[src/design/casw_pkg.sv]
// casw_pkg: shared types, codes and helpers of the cumulative ack sender window
// no dependencies

package casw_pkg;

    localparam int RING_DEPTH_DEF = 16;
    localparam int SEQ_W          = 64;
    localparam int LEN_W          = 16;
    localparam int HDR_W          = 8;
    localparam int TX_SLOT_W      = 4;

    localparam logic [1:0] OP_SEND    = 2'd0;
    localparam logic [1:0] OP_ACK     = 2'd1;
    localparam logic [1:0] OP_TIMEOUT = 2'd2;

    localparam logic [1:0] TX_NONE   = 2'd0;
    localparam logic [1:0] TX_NEW    = 2'd1;
    localparam logic [1:0] TX_RESEND = 2'd2;

    localparam logic [1:0] TMR_NONE    = 2'd0;
    localparam logic [1:0] TMR_START   = 2'd1;
    localparam logic [1:0] TMR_STOP    = 2'd2;
    localparam logic [1:0] TMR_RESTART = 2'd3;

    localparam logic [1:0] ST_DONE    = 2'd0;
    localparam logic [1:0] ST_FULL    = 2'd1;
    localparam logic [1:0] ST_IGNORED = 2'd2;

    localparam logic [HDR_W-1:0] HDR_RESET = 8'd16;

    typedef enum logic [1:0] {
        S_IDLE,
        S_POP,
        S_SCAN,
        S_FIN
    } casw_state_t;

    typedef enum logic [1:0] {
        CM_HOLD,
        CM_PUSH,
        CM_SHIFT,
        CM_ROTATE
    } casw_mode_t;

    typedef struct packed {
        logic [SEQ_W-1:0] seq;
        logic [LEN_W-1:0] len;
    } casw_desc_t;

    typedef struct packed {
        casw_mode_t mode;
        casw_desc_t new_desc;
    } casw_cmd_t;

    function automatic logic [LEN_W-1:0] payload_len(input logic [LEN_W-1:0] len,
                                                     input logic [HDR_W-1:0] hdr);
        logic [LEN_W-1:0] hdr_ext;
        hdr_ext = LEN_W'(hdr);
        payload_len = (len > hdr_ext) ? (len - hdr_ext) : '0;
    endfunction

endpackage

[src/design/casw_cell.sv]
// casw_cell: one descriptor cell of the outstanding segment chain
// depends on casw_pkg

module casw_cell #(
    parameter int RING_DEPTH = casw_pkg::RING_DEPTH_DEF,
    parameter int IDX        = 0,
    parameter int CNT_W      = $clog2(RING_DEPTH + 1),
    parameter int SLOT_W     = $clog2(RING_DEPTH)
) (
    input  logic                 clk,
    input  casw_pkg::casw_cmd_t  cmd,
    input  logic [CNT_W-1:0]     count,
    input  logic [SLOT_W-1:0]    new_slot,
    input  casw_pkg::casw_desc_t head_desc,
    input  logic [SLOT_W-1:0]    head_slot,
    input  casw_pkg::casw_desc_t nbr_desc,
    input  logic [SLOT_W-1:0]    nbr_slot,
    output casw_pkg::casw_desc_t desc,
    output logic [SLOT_W-1:0]    slot
);
    import casw_pkg::*;

    casw_desc_t        desc_reg;
    casw_desc_t        desc_next;
    logic [SLOT_W-1:0] slot_reg;
    logic [SLOT_W-1:0] slot_next;

    always_comb
    begin
        desc_next = desc_reg;
        slot_next = slot_reg;
        case (cmd.mode)
            CM_PUSH:
            begin
                if (count == CNT_W'(IDX))
                begin
                    desc_next = cmd.new_desc;
                    slot_next = new_slot;
                end
            end
            CM_SHIFT:
            begin
                desc_next = nbr_desc;
                slot_next = nbr_slot;
            end
            CM_ROTATE:
            begin
                // last live cell wraps around to the head
                if (count == CNT_W'(IDX + 1))
                begin
                    desc_next = head_desc;
                    slot_next = head_slot;
                end
                else
                begin
                    desc_next = nbr_desc;
                    slot_next = nbr_slot;
                end
            end
            default:
            begin
            end
        endcase
    end

    always_ff @(posedge clk)
    begin
        desc_reg <= desc_next;
        slot_reg <= slot_next;
    end

    assign desc = desc_reg;
    assign slot = slot_reg;

endmodule

[config.mk]
export PLATFORM = sky130hd
export DESIGN_NAME = casw_cell
export DESIGN_NICKNAME = d
export VERILOG_FILES = /design/src/design/casw_pkg.sv /design/src/design/casw_cell.sv
export SDC_FILE = /design/constraint.sdc
export NUM_CORES = 1
export LEC_CHECK = 0
export BUFFER_PORTS_ARGS = -buffer_cell sky130_fd_sc_hd__buf_2
export CAP_MARGIN = 20
export CORE_AREA = 2 2 135 137
export CTS_CLUSTER_DIAMETER = 40
export DETAILED_ROUTE_END_ITERATION = 6
export DIE_AREA = 0 0 137 139
export GPL_TIMING_DRIVEN = 0
export HOLD_SLACK_MARGIN = 0.08
export SLEW_MARGIN = 40
export SYNTH_ARGS = -nofsm -noshare
export SYNTH_HDL_FRONTEND = slang
export SYNTH_SLANG_ARGS = --single-unit
[constraint.sdc]
create_clock -name clk -period 4.3 [get_ports clk]
set_clock_uncertainty 0.05 [all_clocks]
set_input_delay 0.43 -clock clk [delete_from_list [all_inputs] [get_ports clk]]
set_output_delay 0.43 -clock clk [all_outputs]
set_load 0.05 [all_outputs]
==> metrics.txt, run 1 <==
Hold Crit Start cmd[74]; CTS Sinks 84; hold crit path type in2reg; post_cts resized 0; n_diodes 0; vias per std cell 5.15; Yosys warnings 0; First-pass DRT Iterations 5; via count 5608; Final Hold Fails 0; Synth async-reset ratio 0; initial antenna violation count 0; Final Wtd Congestion roughly 0.86; number of global-route vias before repair 5276; worst vdd ir 0.164 mV; CTS root buf clkbuf_16; post-synthesis register bit count 84; share of Yosys cell area claimed by the top area cell type 0.519; dpl cells around 1.1k; critical path type in2reg; Max Cap Viol 0; Max Fanout on Critical Path 10; P_leak 3.08 nW; Die Y 139 um; pin count of the biggest net entering global routing 14; Distinct cells, synth 19; # fillers 1845; TNS Setup 0 ns; die width 137 um; num rows 49; Slew HR 0.568; io pins 344; setup bufs post-CTS 0; drt drc 0; highest clock rate a little over 400 MHz; worst-margin pin slew 0.648 ns; syn_nets around 750; cell count after synthesis 492; startpoint types input pin; layout net count 1115; starting DRC count in detailed routing 425; design area slightly above 7000 um^2; # hold bufs at CTS 0; Crit. End Element flip-flop; share of cells above drive strength 1 0.475; clock buffer count from CTS 9; clock slew at reported path FFs 0.07 ns; fin cells roughly 1.1k; dpl hpwl 15200 um; Routed WL roughly 20000 um; minimum clock period 2.47 ns; post-route ant nets 0; Initial Util 0.275; cell taking the most area after synthesis edfxtp_1; Synth Area per Inst 9.87 um^2; top cells by count, synth 84 x edfxtp_1, 84 x nor2_1, 82 x a21oi_1, 82 x a41oi_1, 49 x o21ai_1; CTS tree built; Longest Clk Path Bufs 2; Synth area leaders edfxtp_1 52%, a41oi_1 15%, a21oi_1 8.4%; Setup WS pre-CTS 1.44 ns; Core Region 17700 um^2; fin crit share 0.575; global-route wire length before repair 29100 um; RSZ-0062 raised after global routing false; Layout area overhead 49.1%; Final setup viols 0; data required time at the worst endpoint 4.30 ns; Final Max Tran Viols 0; Mapped Area just under 5000 um^2; Critical path origin count[1]; GR Util All Layers 0.199; Largest register FFs 80; port bufs 341; status finished, final reports clean; WL/cell about 18 um; Final Worst Setup Slack 1.83 ns; Post-synth top flop edfxtp_1; grt ovf 0; Post-synth EDFFs 84; DP Area 6940 um^2; CP arrival roughly 2.5 ns; PwrDens 357 nW/um^2; die area 19000 um^2; register area share after synthesis 0.519; Pwr Total 2.59 mW; H-tree Lvls 3
==> layer usage <==
| layer | GRT usage | routed length, um |
|---|---|---|
| met1 | 0.258 | 8240 |
| met2 | 0.329 | 9580 |
| met3 | 0.0450 | 1740 |
| met4 | 0.0586 | 395 |
| met5 | 0 | 0 |
==> where the power goes <==
part | internal [mW] | total [mW] | switching, mW
sequential | 0.995 | 1.01 | 0.0172
clock | 0.507 | 0.836 | 0.329
combinational | 0.219 | 0.739 | 0.519
==> stage by stage <==
stage          hold slack (ns)   util
2_1_floorplan            0.605      -
3_3_place_gp             0.699  0.388
3_5_place_dp             0.707  0.393
4_1_cts                  0.344  0.410
5_1_grt                  0.361  0.410
6_report                 0.361  0.410
==> cell usage in the layout, fill, tap and decap left out, drive strengths merged <==
cell	synthesis	layout
buf	42	394
nor2	84	84
edfxtp	84	84
o21ai	84	84
a41oi	82	82
a21oi	82	82
clkbuf	23	34
inv	2	2
nand4	2	2
a31oi	2	2
clkinvlp	0	2
bufinv	0	2
or3	1	1
nand3b	1	1
nor3	1	1
nor2b	1	1
o41ai	1	1
==> cell type report <==
| type | instances | area [um^2] | area share |
|---|---|---|---|
| clock inverters | 4 | 75.1 | 0.0104 |
| repair buffers | 352 | 1790 | 0.247 |
| multi-input cells | 341 | 1950 | 0.270 |
| flip-flops and latches | 84 | 2520 | 0.348 |
| clock buffers | 11 | 233 | 0.0321 |
| plain buffers | 65 | 373 | 0.0515 |
| inverters | 2 | 7.51 | 0.00104 |
| well taps | 229 | 287 | 0.0396 |
==> final timing paths <==
path	endpoint	slack, ns	depth (start not counted)
max	desc[33]	1.83	8
min	desc[74]	0.36	3
==> cells by family after synthesis <==
logic type | after synthesis | synth area share
and+or+nand+nor | 90 | 0.0752
AOI/OAI and AO/OA | 251 | 0.327
DFF | 84 | 0.519
buffers and inverters | 67 | 0.0783
==> critical path: stages <==
cell and delay, ns:
buf_2 0.11, or3_4 0.43, buf_6 0.18, buf_6 0.15, o41ai_4 0.48, buf_4 0.28, buf_4 0.20, buf_4 0.19
Power figures use the tool's default switching activity.
==> run 2: changes to the inputs <==
--- a/config.mk
+++ b/config.mk
@@ -5,14 +5,16 @@
 export SDC_FILE = /design/constraint.sdc
 export NUM_CORES = 1
 export LEC_CHECK = 0
+export ABC_AREA = 1
 export BUFFER_PORTS_ARGS = -buffer_cell sky130_fd_sc_hd__buf_2
 export CAP_MARGIN = 20
-export CORE_AREA = 2 2 135 137
+export CORE_AREA = 2 2 133 135
 export CTS_CLUSTER_DIAMETER = 40
 export DETAILED_ROUTE_END_ITERATION = 6
-export DIE_AREA = 0 0 137 139
+export DIE_AREA = 0 0 135 137
 export GPL_TIMING_DRIVEN = 0
 export HOLD_SLACK_MARGIN = 0.08
+export PLACE_DENSITY = 0.7
 export SLEW_MARGIN = 40
 export SYNTH_ARGS = -nofsm -noshare
 export SYNTH_HDL_FRONTEND = slang
==> constraint.sdc (replaced) <==
create_clock -name clk -period 2 [get_ports clk]
set_clock_uncertainty 0.05 [all_clocks]
set_input_delay 0.2 -clock clk [delete_from_list [all_inputs] [get_ports clk]]
set_output_delay 0.2 -clock clk [all_outputs]
set_load 0.05 [all_outputs]
==> run 2 against run 1 <==
Worst hold slack got worse by 0.20 ns. Die area shrank 2.9%. Clock-buffer cell count down 2. Total power is 120% higher. Sequential share of layout area fell by 5.5 points. Critical path depth grew 1. Critical path type unchanged.
==> metrics.txt, run 2 <==
commonest non-fill, non-tap cells in the layout 373 x buf_2, 256 x inv_1, 254 x nand2_1; # fillers 1718 (-6.9%); TNS Setup 0 ns (unchanged); Post-synth EDFFs 84 (unchanged); grt peak-use layer met2; GR Util All Layers 0.231 (+0.0323); layout net count 1538 (+38%); worst vdd ir 0.361 mV (+120%); starting DRC count in detailed routing 325 (-24%); Slew HR 0.666 (+0.0977); dpl hpwl 16800 um (+10%); Pwr Total 5.78 mW (+120%); clock slew at reported path FFs 0.07 ns (about the same); RSZ-0062 raised after global routing false; post-synthesis register bit count 84 (unchanged); number of global-route vias before repair 6842 (+30%); met3 GRT Util 0.0652 (+0.0202); Distinct cells, synth 15 (-4); hold crit path type in2reg; Final setup viols 0 (unchanged); startpoint types input pin; H-tree Lvls 3 (unchanged); io pins 344 (unchanged); port bufs 343 (+0.59%); CTS root buf clkbuf_16; Post-synth top flop edfxtp_1; initial antenna violation count 2 (+2); post-route ant nets 0 (unchanged); share of Yosys cell area claimed by the top area cell type 0.411 (-0.108); post_cts resized 0 (unchanged); area occupied by multi-input gates 2390 um^2 (+22%); grt ovf 0 (unchanged); die area 18500 um^2 (-2.9%); highest clock rate 604 MHz; critical path type in2reg; most common cell after layout, fill and taps aside buf_2; worst-margin pin slew 0.501 ns (-0.147 ns); CTS tree built; top-count cell post-synth inv_1; Die Y 137 um (-1.4%); Hold Slack 0.163 ns (-0.197 ns); data required time at the worst endpoint 2.00 ns (-2.30 ns); Synth area leaders edfxtp_1 41%, inv_1 16%, nand2_1 16%; cell count after synthesis 916 (+86%); Hold Crit Start cmd[8]; M2 GR Usage 0.406 (+0.0769); register area share after synthesis 0.411 (-0.108); Mapped Area 6140 um^2 (+26%); num rows 48 (-2.0%); Max Fanout on Critical Path 17 (+7); clock buffer count from CTS 9 (unchanged); CTS Sinks 84 (unchanged); vias per std cell 4.72 (-8.5%); share of cells above drive strength 1 0.317 (-0.158); Final Max Tran Viols 0 (unchanged); Initial Util 0.360 (+0.0848); global-route wire length before repair 33300 um (+15%); die width 135 um (-1.5%); CP arrival 1.65 ns (-0.82 ns); P_leak 4.95 nW (+61%); Max Cap Viol 0 (unchanged); n_diodes 0 (unchanged); Largest register FFs 80 (unchanged); Yosys warnings 0 (unchanged); Register Area 2520 um^2 (unchanged); fin util 0.505 (+0.0946); WL/cell 14.5 um (-21%); # hold bufs at CTS 0 (unchanged); PwrDens 672 nW/um^2 (+88%); Setup WS pre-CTS -0.499 ns (-1.93 ns); pin count of the biggest net entering global routing 18 (+4); dpl cells 1490 (+39%); Worst Hold End desc[8]; Core Region 17100 um^2 (-3.4%); Synth Area per Inst 6.70 um^2 (-32%); Routed WL 21900 um (+9.7%); Layout area overhead 40.3%; Crit. End Element flip-flop; via count 7110 (+27%); fin crit share 0.828; Longest Clk Path Bufs 2 (unchanged); status finished, final reports clean; Final Hold Fails 0 (unchanged); global-route track usage on met1 0.271 (+0.0134); fin cells 1507 (+39%); Final Worst Setup Slack 0.344 ns (-1.48 ns); syn_nets 1176 (+56%); drt drc 0 (unchanged); top cells by count, synth 256 x inv_1, 254 x nand2_1, 85 x nand3_1; minimum clock period 1.66 ns; DP Area 8280 um^2 (+19%); First-pass DRT Iterations 5 (unchanged); cell taking the most area after synthesis edfxtp_1; worst hold path cell count 5 (+2); Synth async-reset ratio 0 (unchanged); Final Wtd Congestion 0.864 (+0.92%); design area 8610 um^2 (+19%)
[run 2: cell count changes in the layout (fill, tap and decap cells not counted), moves of 82 or more]
cell / delta
a41oi_1: -82
a21oi_1: -82
inv_1: +254
nand3_1: +84
nand4_1: +82
nand2_1: +254
nor2_1: -83
[run 2: area by class of cell]
class / count / area share
Sequential cell: 84 / 0.293
Multi-Input combinational cell: 512 / 0.277
Clock buffer: 9 / 0.0262
Clock inverter: 6 / 0.00930
Buffer: 63 / 0.0350
Inverter: 257 / 0.112
Tap cell: 225 / 0.0327
Timing Repair Buffer: 351 / 0.214
[run 2: routing by layer]
layer	up-vias	share of wire	wire length, um
met5	-	0.0011	23
met4	4	0.017	379
met3	33	0.10	2280
met2	356	0.49	10700
met1	3128	0.39	8500
li1	3589	-	-
[run 2: logic make-up after synthesis]
logic type,count (synthesis),share of synthesized area
AO/OA/AOI/OAI,85,0.0693
buffers and inverters,320,0.204
AND/OR/NAND/NOR,427,0.315
flip-flops,84,0.411
[run 2: where the power goes]
part | internal [mW] | total, mW | switching (mW)
Clock | 1.08 | 1.79 | 0.708
Combinational | 0.523 | 1.79 | 1.27
Sequential | 2.16 | 2.20 | 0.0458
[run 2: worst max path at each step]
stage / start / endpoint / cells past startpoint
CTS: count[2] / desc[34] / 9
floorplan: count[2] / desc[0] / 5
global placement: count[2] / desc[25] / 6
detailed placement: count[2] / desc[33] / 9
global route: count[2] / desc[34] / 9
finish: count[2] / desc[34] / 9
[run 2: critical path, stage by stage]
cell,delay [ns]
buf_2,0.11
nor2_4,0.20
buf_6,0.21
buf_6,0.16
nand3_4,0.07
o21ai_4,0.15
buf_8,0.20
buf_8,0.17
buf_8,0.16
[run 2: what timing repair did]
action,in CTS,in global routing
endpoints found under the hold margin,0,0
endpoints found under the setup margin,12,0
buffers inserted,2,0
